File: src/hdl/i2cms_pkg.sv
package i2cms_pkg;

  // Field widths
  localparam int LEN_W      = 10;
  localparam int DATA_W     = 8;
  localparam int ADDR_W     = 7;
  localparam int MS_W       = 8;
  localparam int KIND_W     = 3;
  localparam int CMD_W      = KIND_W + DATA_W;
  localparam int MODE_W     = 3;
  localparam int CFG_IDX_W  = 2;
  localparam int CFG_DATA_W = 8;
  localparam int S_TDATA_W  = 24;
  localparam int M_TDATA_W  = 24;
  localparam int M_TUSER_W  = 2;

  // Longest transfer; longer requests are cut to this
  localparam int MAX_TRANSFER = 512;

  // Mode codes on the input tuser
  localparam logic [MODE_W-1:0] MODE_WRITE = 3'd0;
  localparam logic [MODE_W-1:0] MODE_READ  = 3'd1;
  localparam logic [MODE_W-1:0] MODE_SLOT  = 3'd2;
  localparam logic [MODE_W-1:0] MODE_RX    = 3'd3;
  localparam logic [MODE_W-1:0] MODE_TICK  = 3'd4;

  // Command kinds, bits 10..8 of the command word
  localparam logic [KIND_W-1:0] KIND_SEND  = 3'd0;
  localparam logic [KIND_W-1:0] KIND_ACK   = 3'd2;
  localparam logic [KIND_W-1:0] KIND_NACK  = 3'd3;
  localparam logic [KIND_W-1:0] KIND_START = 3'd4;
  localparam logic [KIND_W-1:0] KIND_STOP  = 3'd6;

  // Configuration register indexes and reset values
  localparam logic [CFG_IDX_W-1:0] REG_DEV_ADDR = 2'd0;
  localparam logic [CFG_IDX_W-1:0] REG_WR_LIMIT = 2'd1;
  localparam logic [CFG_IDX_W-1:0] REG_RD_LIMIT = 2'd2;
  localparam logic [ADDR_W-1:0]    DEV_ADDR_RST = 7'd40;
  localparam logic [MS_W-1:0]      WR_LIMIT_RST = 8'd5;
  localparam logic [MS_W-1:0]      RD_LIMIT_RST = 8'd10;

  // Queue geometry
  localparam int Q_DEPTH = 2;
  localparam int Q_PTR_W = 1;
  localparam int Q_CNT_W = 2;

  typedef enum logic [2:0] {
    OP_NONE,
    OP_WRITE,
    OP_READ,
    OP_SLOT,
    OP_RX,
    OP_TICK
  } op_t;

  typedef enum logic [2:0] {
    PH_START_TX = 3'd0,
    PH_DATA_TX  = 3'd1,
    PH_STOP_TX  = 3'd2,
    PH_START_RX = 3'd3,
    PH_DATA_RX  = 3'd4,
    PH_STOP_RX  = 3'd5,
    PH_DONE     = 3'd6
  } phase_t;

  // Classified item between front and back
  typedef struct packed {
    op_t               op;
    logic [LEN_W-1:0]  len;
    logic              stop;
    logic [DATA_W-1:0] data;
  } item_t;

  // One result item
  typedef struct packed {
    logic              cmd_valid;
    logic [CMD_W-1:0]  cmd_word;
    logic              rx_valid;
    logic [DATA_W-1:0] rx_byte;
    logic              rx_last;
    logic              write_refused;
    logic              done_res;
    logic              timeout_error;
  } result_t;

  // Register write from the config port
  typedef struct packed {
    logic                  en;
    logic [CFG_IDX_W-1:0]  index;
    logic [CFG_DATA_W-1:0] data;
  } cfg_wr_t;

  // Zero counts as one, above the maximum is cut to the maximum
  function automatic logic [LEN_W-1:0] clamp_len(input logic [LEN_W-1:0] raw);
    logic [LEN_W-1:0] n;
    n = raw;
    if (n == '0) n = LEN_W'(1);
    if (32'(n) > MAX_TRANSFER) n = LEN_W'(MAX_TRANSFER);
    return n;
  endfunction

endpackage

File: src/hdl/i2cms_front.sv
module i2cms_front (
  input  logic                             s_tvalid,
  output logic                             s_tready,
  // s_tdata: transfer_length[9:0], with_stop[10], data_byte[18:11], zero fill
  input  logic [i2cms_pkg::S_TDATA_W-1:0]  s_tdata,
  // s_tuser: mode[2:0]
  input  logic [i2cms_pkg::MODE_W-1:0]     s_tuser,
  output logic                             push_valid,
  output i2cms_pkg::item_t                 push_item,
  input  logic                             push_ready
);
  import i2cms_pkg::*;

  logic [LEN_W-1:0]  raw_len;
  logic [DATA_W-1:0] raw_data;

  assign raw_len  = s_tdata[LEN_W-1:0];
  assign raw_data = s_tdata[LEN_W+DATA_W:LEN_W+1];

  // Decode mode and normalize length before queueing
  always_comb begin
    push_item.len  = clamp_len(raw_len);
    push_item.stop = s_tdata[LEN_W];
    push_item.data = raw_data;
    case (s_tuser)
      MODE_WRITE: push_item.op = OP_WRITE;
      MODE_READ:  push_item.op = OP_READ;
      MODE_SLOT:  push_item.op = OP_SLOT;
      MODE_RX:    push_item.op = OP_RX;
      MODE_TICK:  push_item.op = OP_TICK;
      default:    push_item.op = OP_NONE;
    endcase
  end

  assign push_valid = s_tvalid;
  assign s_tready   = push_ready;

endmodule

File: src/hdl/i2cms_queue.sv
module i2cms_queue (
  input  logic             clk,
  input  logic             rst,
  input  logic             push_valid,
  input  i2cms_pkg::item_t push_item,
  output logic             push_ready,
  output logic             pop_valid,
  output i2cms_pkg::item_t pop_item,
  input  logic             pop_ready
);
  import i2cms_pkg::*;

  item_t                entry [Q_DEPTH];
  logic [Q_PTR_W-1:0]   wr_ptr;
  logic [Q_PTR_W-1:0]   rd_ptr;
  logic [Q_CNT_W-1:0]   count;
  logic                 push;
  logic                 pop;

  assign push_ready = (count != Q_CNT_W'(Q_DEPTH));
  assign pop_valid  = (count != '0);
  assign push       = push_valid && push_ready;
  assign pop        = pop_valid && pop_ready;
  assign pop_item   = entry[rd_ptr];

  // Storage
  always_ff @(posedge clk) begin
    if (push) entry[wr_ptr] <= push_item;
  end

  // Pointers and fill count
  always_ff @(posedge clk) begin
    if (rst) begin
      wr_ptr <= '0;
      rd_ptr <= '0;
      count  <= '0;
    end else begin
      if (push) wr_ptr <= wr_ptr + 1'b1;
      if (pop)  rd_ptr <= rd_ptr + 1'b1;
      if (push && !pop)      count <= count + 1'b1;
      else if (pop && !push) count <= count - 1'b1;
    end
  end

endmodule

File: src/hdl/i2cms_back.sv
module i2cms_back (
  input  logic               clk,
  input  logic               rst,
  input  i2cms_pkg::cfg_wr_t cfg_wr,
  input  logic               pop_valid,
  input  i2cms_pkg::item_t   pop_item,
  output logic               pop_ready,
  output logic               out_valid,
  output i2cms_pkg::result_t res,
  input  logic               out_ready
);
  import i2cms_pkg::*;

  // Configuration
  logic [ADDR_W-1:0] dev_addr;
  logic [MS_W-1:0]   wr_limit;
  logic [MS_W-1:0]   rd_limit;

  // Sequencer state
  phase_t            phase, phase_next;
  logic [LEN_W-1:0]  issued_count, issued_count_next;
  logic [LEN_W-1:0]  cmd_length, cmd_length_next;
  logic              stop_wanted, stop_wanted_next;
  logic [LEN_W-1:0]  received_count, received_count_next;
  logic [LEN_W-1:0]  receive_length, receive_length_next;
  logic              receiving, receiving_next;
  logic [MS_W-1:0]   stall_ms, stall_ms_next;

  result_t           res_next;
  logic              pop;

  // Shared conditions
  logic [LEN_W-1:0]  issued_inc;
  logic [LEN_W-1:0]  received_inc;
  logic [MS_W-1:0]   stall_inc;
  logic              write_ok;
  logic              data_end;
  logic              rx_ok;
  logic              rx_end;
  logic              tx_phase;
  logic              rd_hit;
  logic              wr_hit;

  assign pop_ready    = !out_valid || out_ready;
  assign pop          = pop_valid && pop_ready;
  assign issued_inc   = issued_count + 1'b1;
  assign received_inc = received_count + 1'b1;
  assign stall_inc    = (stall_ms == '1) ? stall_ms : stall_ms + 1'b1;
  assign write_ok     = (phase == PH_DONE) && !receiving;
  assign data_end     = (issued_inc >= cmd_length);
  assign rx_ok        = receiving && (received_count < receive_length);
  assign rx_end       = (received_inc >= receive_length);
  assign tx_phase     = (phase == PH_START_TX) || (phase == PH_DATA_TX) ||
                        (phase == PH_STOP_TX);
  assign rd_hit       = receiving && (stall_inc >= rd_limit);
  assign wr_hit       = !receiving && tx_phase && (stall_inc >= wr_limit);

  // Next state
  always_comb begin
    phase_next          = phase;
    issued_count_next   = issued_count;
    cmd_length_next     = cmd_length;
    stop_wanted_next    = stop_wanted;
    received_count_next = received_count;
    receive_length_next = receive_length;
    receiving_next      = receiving;
    stall_ms_next       = stall_ms;
    if (pop) begin
      case (pop_item.op)
        OP_WRITE: begin
          if (write_ok) begin
            phase_next        = PH_START_TX;
            cmd_length_next   = pop_item.len;
            issued_count_next = '0;
            stop_wanted_next  = pop_item.stop;
            stall_ms_next     = '0;
          end
        end
        OP_READ: begin
          phase_next          = PH_START_RX;
          cmd_length_next     = pop_item.len;
          issued_count_next   = '0;
          stop_wanted_next    = 1'b1;
          receive_length_next = pop_item.len;
          received_count_next = '0;
          receiving_next      = 1'b1;
          stall_ms_next       = '0;
        end
        OP_SLOT: begin
          case (phase)
            PH_START_TX: begin
              phase_next    = PH_DATA_TX;
              stall_ms_next = '0;
            end
            PH_DATA_TX: begin
              issued_count_next = issued_inc;
              stall_ms_next     = '0;
              if (data_end) phase_next = stop_wanted ? PH_STOP_TX : PH_DONE;
            end
            PH_STOP_TX: begin
              phase_next    = PH_DONE;
              stall_ms_next = '0;
            end
            PH_START_RX: phase_next = PH_DATA_RX;
            PH_DATA_RX: begin
              issued_count_next = issued_inc;
              if (data_end) phase_next = stop_wanted ? PH_STOP_RX : PH_DONE;
            end
            PH_STOP_RX: phase_next = PH_DONE;
            default: ;
          endcase
        end
        OP_RX: begin
          if (rx_ok) begin
            received_count_next = received_inc;
            stall_ms_next       = '0;
            if (rx_end) receiving_next = 1'b0;
          end
        end
        OP_TICK: begin
          if (receiving) begin
            stall_ms_next = stall_inc;
            if (rd_hit) begin
              receiving_next = 1'b0;
              stall_ms_next  = '0;
            end
          end else if (tx_phase) begin
            stall_ms_next = stall_inc;
            if (wr_hit) begin
              phase_next    = PH_DONE;
              stall_ms_next = '0;
            end
          end
        end
        default: ;
      endcase
    end
  end

  // Result for the popped item
  always_comb begin
    res_next = '0;
    case (pop_item.op)
      OP_WRITE: res_next.write_refused = !write_ok;
      OP_SLOT: begin
        case (phase)
          PH_START_TX: begin
            res_next.cmd_valid = 1'b1;
            res_next.cmd_word  = {KIND_START, dev_addr, 1'b0};
          end
          PH_DATA_TX: begin
            res_next.cmd_valid = 1'b1;
            res_next.cmd_word  = {KIND_SEND, pop_item.data};
            res_next.done_res  = data_end && !stop_wanted;
          end
          PH_STOP_TX, PH_STOP_RX: begin
            res_next.cmd_valid = 1'b1;
            res_next.cmd_word  = {KIND_STOP, {DATA_W{1'b0}}};
            res_next.done_res  = 1'b1;
          end
          PH_START_RX: begin
            res_next.cmd_valid = 1'b1;
            res_next.cmd_word  = {KIND_START, dev_addr, 1'b1};
          end
          PH_DATA_RX: begin
            res_next.cmd_valid = 1'b1;
            res_next.cmd_word  = {(data_end ? KIND_NACK : KIND_ACK), {DATA_W{1'b0}}};
            res_next.done_res  = data_end && !stop_wanted;
          end
          default: ;
        endcase
      end
      OP_RX: begin
        if (rx_ok) begin
          res_next.rx_valid = 1'b1;
          res_next.rx_byte  = pop_item.data;
          res_next.rx_last  = rx_end;
        end
      end
      OP_TICK: res_next.timeout_error = rd_hit || wr_hit;
      default: ;
    endcase
  end

  // Configuration registers
  always_ff @(posedge clk) begin
    if (rst) begin
      dev_addr <= DEV_ADDR_RST;
      wr_limit <= WR_LIMIT_RST;
      rd_limit <= RD_LIMIT_RST;
    end else if (cfg_wr.en) begin
      case (cfg_wr.index)
        REG_DEV_ADDR: dev_addr <= cfg_wr.data[ADDR_W-1:0];
        REG_WR_LIMIT: wr_limit <= cfg_wr.data[MS_W-1:0];
        REG_RD_LIMIT: rd_limit <= cfg_wr.data[MS_W-1:0];
        default: ;
      endcase
    end
  end

  // Sequencer state registers
  always_ff @(posedge clk) begin
    if (rst) begin
      phase          <= PH_DONE;
      issued_count   <= '0;
      cmd_length     <= '0;
      stop_wanted    <= 1'b0;
      received_count <= '0;
      receive_length <= '0;
      receiving      <= 1'b0;
      stall_ms       <= '0;
    end else begin
      phase          <= phase_next;
      issued_count   <= issued_count_next;
      cmd_length     <= cmd_length_next;
      stop_wanted    <= stop_wanted_next;
      received_count <= received_count_next;
      receive_length <= receive_length_next;
      receiving      <= receiving_next;
      stall_ms       <= stall_ms_next;
    end
  end

  // Output register
  always_ff @(posedge clk) begin
    if (rst) begin
      out_valid <= 1'b0;
    end else if (pop) begin
      out_valid <= 1'b1;
    end else if (out_ready) begin
      out_valid <= 1'b0;
    end
  end

  always_ff @(posedge clk) begin
    if (pop) res <= res_next;
  end

  // A result never carries a command and a received byte together
  a_one_kind: assert property (@(posedge clk) disable iff (rst)
    out_valid |-> !(res.cmd_valid && res.rx_valid))
    else $error("command and received byte in one result");

  // An active read never has its byte count at or past its length
  a_rx_bound: assert property (@(posedge clk) disable iff (rst)
    receiving |-> (received_count < receive_length))
    else $error("receive count reached length while receiving");

  // Issued commands never run past the transfer length
  a_issue_bound: assert property (@(posedge clk) disable iff (rst)
    issued_count <= cmd_length)
    else $error("issued count past command length");

  // A timeout always leaves the sequencer with no read in progress or idle
  a_timeout_ends: assert property (@(posedge clk) disable iff (rst)
    (pop && res_next.timeout_error) |=> (!receiving || phase == PH_DONE))
    else $error("timeout left transfer running");

endmodule

File: src/hdl/i2c_master_fifo_sequencer.sv
// m_tvalid rises after an item is accepted: the item is stored in the command
// queue, popped into the output register and held there until taken.
// Throughput: one item per cycle while results are taken; one update per item.
// The two-entry queue lets input stall on its own while a result waits.
// Reset (rst, synchronous): sequencer idle, counters cleared, queue empty,
// registers back to address 40, write limit 5 ms, read limit 10 ms.
module i2c_master_fifo_sequencer (
  input  logic                              clk,
  input  logic                              rst,
  input  logic                              s_tvalid,
  output logic                              s_tready,
  // s_tdata: transfer_length[9:0], with_stop[10], data_byte[18:11], zero fill
  input  logic [i2cms_pkg::S_TDATA_W-1:0]   s_tdata,
  // s_tuser: mode[2:0]
  input  logic [i2cms_pkg::MODE_W-1:0]      s_tuser,
  output logic                              m_tvalid,
  input  logic                              m_tready,
  // m_tdata: cmd_word[10:0], rx_byte[18:11], write_refused[19], done_res[20],
  //          timeout_error[21], zero fill
  output logic [i2cms_pkg::M_TDATA_W-1:0]   m_tdata,
  // m_tuser: cmd_valid[0], rx_valid[1]
  output logic [i2cms_pkg::M_TUSER_W-1:0]   m_tuser,
  // m_tlast: rx_last
  output logic                              m_tlast,
  input  logic                              cfg_valid,
  output logic                              cfg_ready,
  input  logic [i2cms_pkg::CFG_IDX_W-1:0]   cfg_index,
  input  logic [i2cms_pkg::CFG_DATA_W-1:0]  cfg_data
);
  import i2cms_pkg::*;

  logic    push_valid;
  logic    push_ready;
  item_t   push_item;
  logic    pop_valid;
  logic    pop_ready;
  item_t   pop_item;
  result_t res;
  cfg_wr_t cfg_wr;

  assign cfg_ready    = 1'b1;
  assign cfg_wr.en    = cfg_valid;
  assign cfg_wr.index = cfg_index;
  assign cfg_wr.data  = cfg_data;

  i2cms_front u_front (
    .s_tvalid   (s_tvalid),
    .s_tready   (s_tready),
    .s_tdata    (s_tdata),
    .s_tuser    (s_tuser),
    .push_valid (push_valid),
    .push_item  (push_item),
    .push_ready (push_ready)
  );

  i2cms_queue u_queue (
    .clk        (clk),
    .rst        (rst),
    .push_valid (push_valid),
    .push_item  (push_item),
    .push_ready (push_ready),
    .pop_valid  (pop_valid),
    .pop_item   (pop_item),
    .pop_ready  (pop_ready)
  );

  i2cms_back u_back (
    .clk       (clk),
    .rst       (rst),
    .cfg_wr    (cfg_wr),
    .pop_valid (pop_valid),
    .pop_item  (pop_item),
    .pop_ready (pop_ready),
    .out_valid (m_tvalid),
    .res       (res),
    .out_ready (m_tready)
  );

  // Pack the result onto the output stream
  assign m_tdata = {2'b00, res.timeout_error, res.done_res, res.write_refused,
                    res.rx_byte, res.cmd_word};
  assign m_tuser = {res.rx_valid, res.cmd_valid};
  assign m_tlast = res.rx_last;

endmodule
File: config.mk
export PLATFORM = sky130hd
export DESIGN_NAME = i2c_master_fifo_sequencer
export DESIGN_NICKNAME = d
export VERILOG_FILES = /design/src/hdl/i2cms_pkg.sv /design/src/hdl/i2cms_front.sv /design/src/hdl/i2cms_queue.sv /design/src/hdl/i2cms_back.sv /design/src/hdl/i2c_master_fifo_sequencer.sv
export SDC_FILE = /design/constraint.sdc
export NUM_CORES = 1
export LEC_CHECK = 0
export BUFFER_PORTS_ARGS = -buffer_cell sky130_fd_sc_hd__buf_2
export CORE_MARGIN = 2
export CORE_UTILIZATION = 50
export DETAILED_ROUTE_END_ITERATION = 16
export PLACE_DENSITY = 0.78
export SYNTH_ARGS = -nofsm -noshare
export SYNTH_HDL_FRONTEND = slang
export SYNTH_HIERARCHICAL = 1
export SYNTH_SLANG_ARGS = --single-unit
File: constraint.sdc
create_clock -name clk -period 9.6 [get_ports clk]
set_clock_uncertainty 0.05 [all_clocks]
set_input_delay 0.96 -clock clk [delete_from_list [all_inputs] [get_ports clk]]
set_output_delay 0.96 -clock clk [all_outputs]
set_load 0.03 [all_outputs]
==> results by group <==
Yosys
  • Mean post-synth cell area: 10.16 µm²
  • Synthesized area: around 0.0081 mm²
  • Register bit count reported by yosys: between 150 and 200
  • Post-synth EDFFs: 69
  • Synth Flop Type: dfxtp_1
  • Post-synth ARST share: 0%
  • Sequential-to-total area share from yosys stat: a little under half
  • Warnings, synthesis: 6
  • Synth Instances: ~800
  • Distinct cells, synth: 75

Worst setup path
  • RR Endpoint: u_back/stall_ms[1]
  • Maximum fanout along the worst path: 7
  • CP Launch Type: flop
  • Max stage delay on crit path: ~0.60 ns
  • CP Buf/Inv Count: 0
  • Worst EP required: between 9 and 10 ns
  • R2r setup slk: about 5.9 ns
  • R2r worst-path depth: 11
  • Worst path top cell family by delay: simple AND/OR/NAND/NOR gates
  • CP arrival: roughly 4.0 ns
  • Most used cell, CP: ha_1
  • Slowest cell on the critical path: nor3_1
  • Critical path type: reg2reg
  • Critical path cell sequence: ha_1 -> nand2_1 -> nor3_1 -> xor2_1 -> ha_1 -> nand2b_1 -> a2111oi_4 -> nor4_2 -> o32ai_4 -> nand3_4 -> o41ai_2
  • CP endpoint kind: flop
  • R2R Path Start: u_back/stall_ms[0]

CTS
  • Worst-skew pair later-pin latency: 0.43 ns
  • Setup bufs post-CTS: 0
  • H-tree levels: 4
  • CTS tree: built
  • Clock tree buffer depth: 2
  • Clk root buf: clkbuf_16
  • # clock sinks: 151
  • CTS buffer count: 17
  • Post-CTS resize count: 0
  • Hold buffer count at CTS: 0
  • CTS clk-pin slew, worst paths: ~0.070 ns

Global routing
  • Initial antenna violation count: 0
  • Congestion Overflow GR: 0
  • Gr busiest metal: met2
  • GRT Util Overall: approximately a fifth
  • Met1 Use GR: a little over a quarter
  • Global routing usage on met3: under 10%
  • GR Layer Usage met2: between 30% and 40%
  • Largest net degree at the start of global routing: 79
  • First-pass GRT wire length: between 20000 and 30000 µm
  • Vias in the first global route: roughly 5800

Power and ir drop
  • Leak: about 0.0035 µW
  • Power per cell area: approximately 240 mW/mm²
  • Worst VDD drop: 167.5 µV
  • Total Power Consumption: ~2100 µW

STA
  • Final Setup Violations: 0
  • Fin crit share: about two fifths
  • Slew @ Worst Pin: 1.109 ns
  • Setup TNS: 0 ns
  • Slew HR: between 20 and 30%
  • Peak Freq: between 0.2 and 0.3 GHz
  • Post-route minimum period: 3.666 ns
  • RSZ-0062 raised after global routing: no
  • Final hold vios: 0
  • Pins Over Slew Limit: 0

Place
  • Port bufs: 63
  • DP Area: 0.008423 mm²
  • Post-DP HPWL: 12310 µm
  • Placed insts: 1033
  • RD Place Congestion: 0.8632

Routing
  • Initial DRC count: ~520
  • Drt via density: 5.626
  • Via count: 5992
  • WL/cell: between 15 and 20 µm
  • Total Wirelength: about 18000 µm
  • DRC violations left: 0
  • Drt first pass iters: 5
  • Routed Antenna Nets: 0

Hold path
  • Hold path cells: 2
  • Worst hold start: u_back/receive_length[4]
  • Worst hold endpoint: u_back/receive_length[4]
  • Hold/Removal Path Class: reg2reg

Finish
  • Cell Count, Final, Fillers Out: 1065
  • Layout area overhead: 11.28%
  • Fin util: approximately 57%
  • Final nets: approximately 930
  • Fill cell count: roughly 1400
  • Commonest cells after routing, fill and taps aside: 82 x dfxtp_1, 81 x nor2_1, 69 x edfxtp_1
  • Commonest non-fill, non-tap cell in the layout: dfxtp_1
  • Inserted Diodes: 0
  • Layout cell share with drive strength beyond 1: 17.67%
  • Design area: roughly 0.009 mm²

Outcome
  • Status: finished, final reports clean

Floorplanning
  • Full die area: approximately 0.017 mm²
  • Core region area: roughly 0.016 mm²
  • Die Span X: roughly 130 µm
  • Io pins: about 70
  • Die Ht: 131.2 µm
  • Core Rows: 46
  • Starting Density: roughly 50%

Run
  • MaxCap Viol Count: 0
## area by class of cell
type	count	area (µm²)	area share (%)
Clock buffer	18	429.2	4.769
Clock inverter	14	147.6	1.640
Inverter	50	187.7	2.085
Multi-Input combinational cell	549	3906	43.40
Sequential cell	151	3714	41.26
Tap cell	216	270.3	3.003
Timing Repair Buffer	67	345.3	3.837
## metal layers
| layer | vias up | share of wire (%) |
|---|---|---|
| li1 | 2934 | - |
| met1 | 2810 | 44 |
| met2 | 195 | 47 |
| met3 | 53 | 4.5 |
| met4 | 0 | 4.5 |
| met5 | - | 0 |
## stage by stage
| step | hold WS, ns | worst slack, ns |
|---|---|---|
| 5_1_grt | 0.4301 | 5.655 |
| 3_5_place_dp | 0.3991 | 6.058 |
| 2_1_floorplan | 0.3863 | 6.555 |
| 4_1_cts | 0.4081 | 5.962 |
| 6_report | 0.4063 | 5.934 |
| 3_3_place_gp | 0.3927 | 6.093 |
## cell families after synthesis
| group | Yosys count | share of synthesized area [%] |
|---|---|---|
| AOI/OAI and AO/OA | 153 | 13.83 |
| other | 2 | 0.09286 |
| muxes | 54 | 7.024 |
| and+or+nand+nor | 266 | 17.08 |
| buffers and inverters | 97 | 5.832 |
| adders and majority gates | 50 | 7.735 |
| xor gates and xnor gates | 23 | 2.491 |
| DFF | 151 | 45.92 |
## state kept, by name, summed over array words and instances, names as in the netlist, 2 cells and up, named ones only
name                   cells
u_back/cmd_length         10
u_back/dev_addr            7
u_back/issued_count       10
u_back/phase               3
u_back/rd_limit            8
u_back/receive_length     10
u_back/received_count     10
u_back/res                25
u_back/stall_ms            8
u_back/wr_limit            8
u_queue/count              2
u_queue/entry             44
## cells in the mapped netlist (3+ instances only)
cell	number	area, µm²
o21ai_0	23	115.1
buf_4	18	135.1
nand3_1	17	85.08
nor3_1	8	40.04
o21a_1	7	52.55
o211ai_1	3	22.52
o31a_1	4	35.03
or3_1	5	31.28
o41ai_2	3	48.80
buf_1	4	15.01
a22oi_1	10	75.07
xnor2_1	11	96.34
a21o_1	4	30.03
o2111ai_1	4	35.03
nand3b_1	8	60.06
o22ai_1	3	18.77
a21oi_1	45	225.2
clkbuf_1	13	48.80
buf_6	4	45.04
dfxtp_1	82	1642
a32oi_1	4	35.03
nor4_2	4	50.05
nand2_1	66	247.7
ha_1	50	625.6
and2_1	5	31.28
buf_2	8	40.04
mux2_2	22	247.7
nand4_1	9	56.30
o21ai_1	9	45.04
nor2_1	81	304.0
xor2_1	12	105.1
edfxtp_1	69	2072
mux2i_1	32	320.3
nand2b_1	13	81.33
and3_1	19	118.9
nor2b_1	13	81.33
inv_1	50	187.7
a31oi_1	4	25.02
a211oi_1	4	30.03
## power by group
group,switching [µW],internal (µW)
combinational,440,218
sequential,51.6,787
clock,302,348
## how the worst max path moves through the flow
stage / cells past startpoint / endpoint / startpoint / slack [ns]
after floorplan: 11 / u_back/stall_ms[2] / u_back/stall_ms[0] / 6.56
after global placement: 11 / u_back/stall_ms[1] / u_back/stall_ms[0] / 6.09
after detailed placement: 11 / u_back/stall_ms[1] / u_back/stall_ms[0] / 6.06
after CTS: 11 / u_back/stall_ms[1] / u_back/stall_ms[0] / 5.96
after global routing: 11 / u_back/stall_ms[1] / u_back/stall_ms[0] / 5.66
final: 11 / u_back/stall_ms[1] / u_back/stall_ms[0] / 5.93
## worst reg2reg max path: cells and delay by family (launching register included)
kind                       cells  cell delay [ns]
xor gates and xnor gates       1             0.30
and+or+nand+nor                5             1.18
AOI/OAI and AO/OA              3             1.08
DFF                            1             0.45
adders and majority gates      2             0.52
Power figures use the tool's default switching activity.
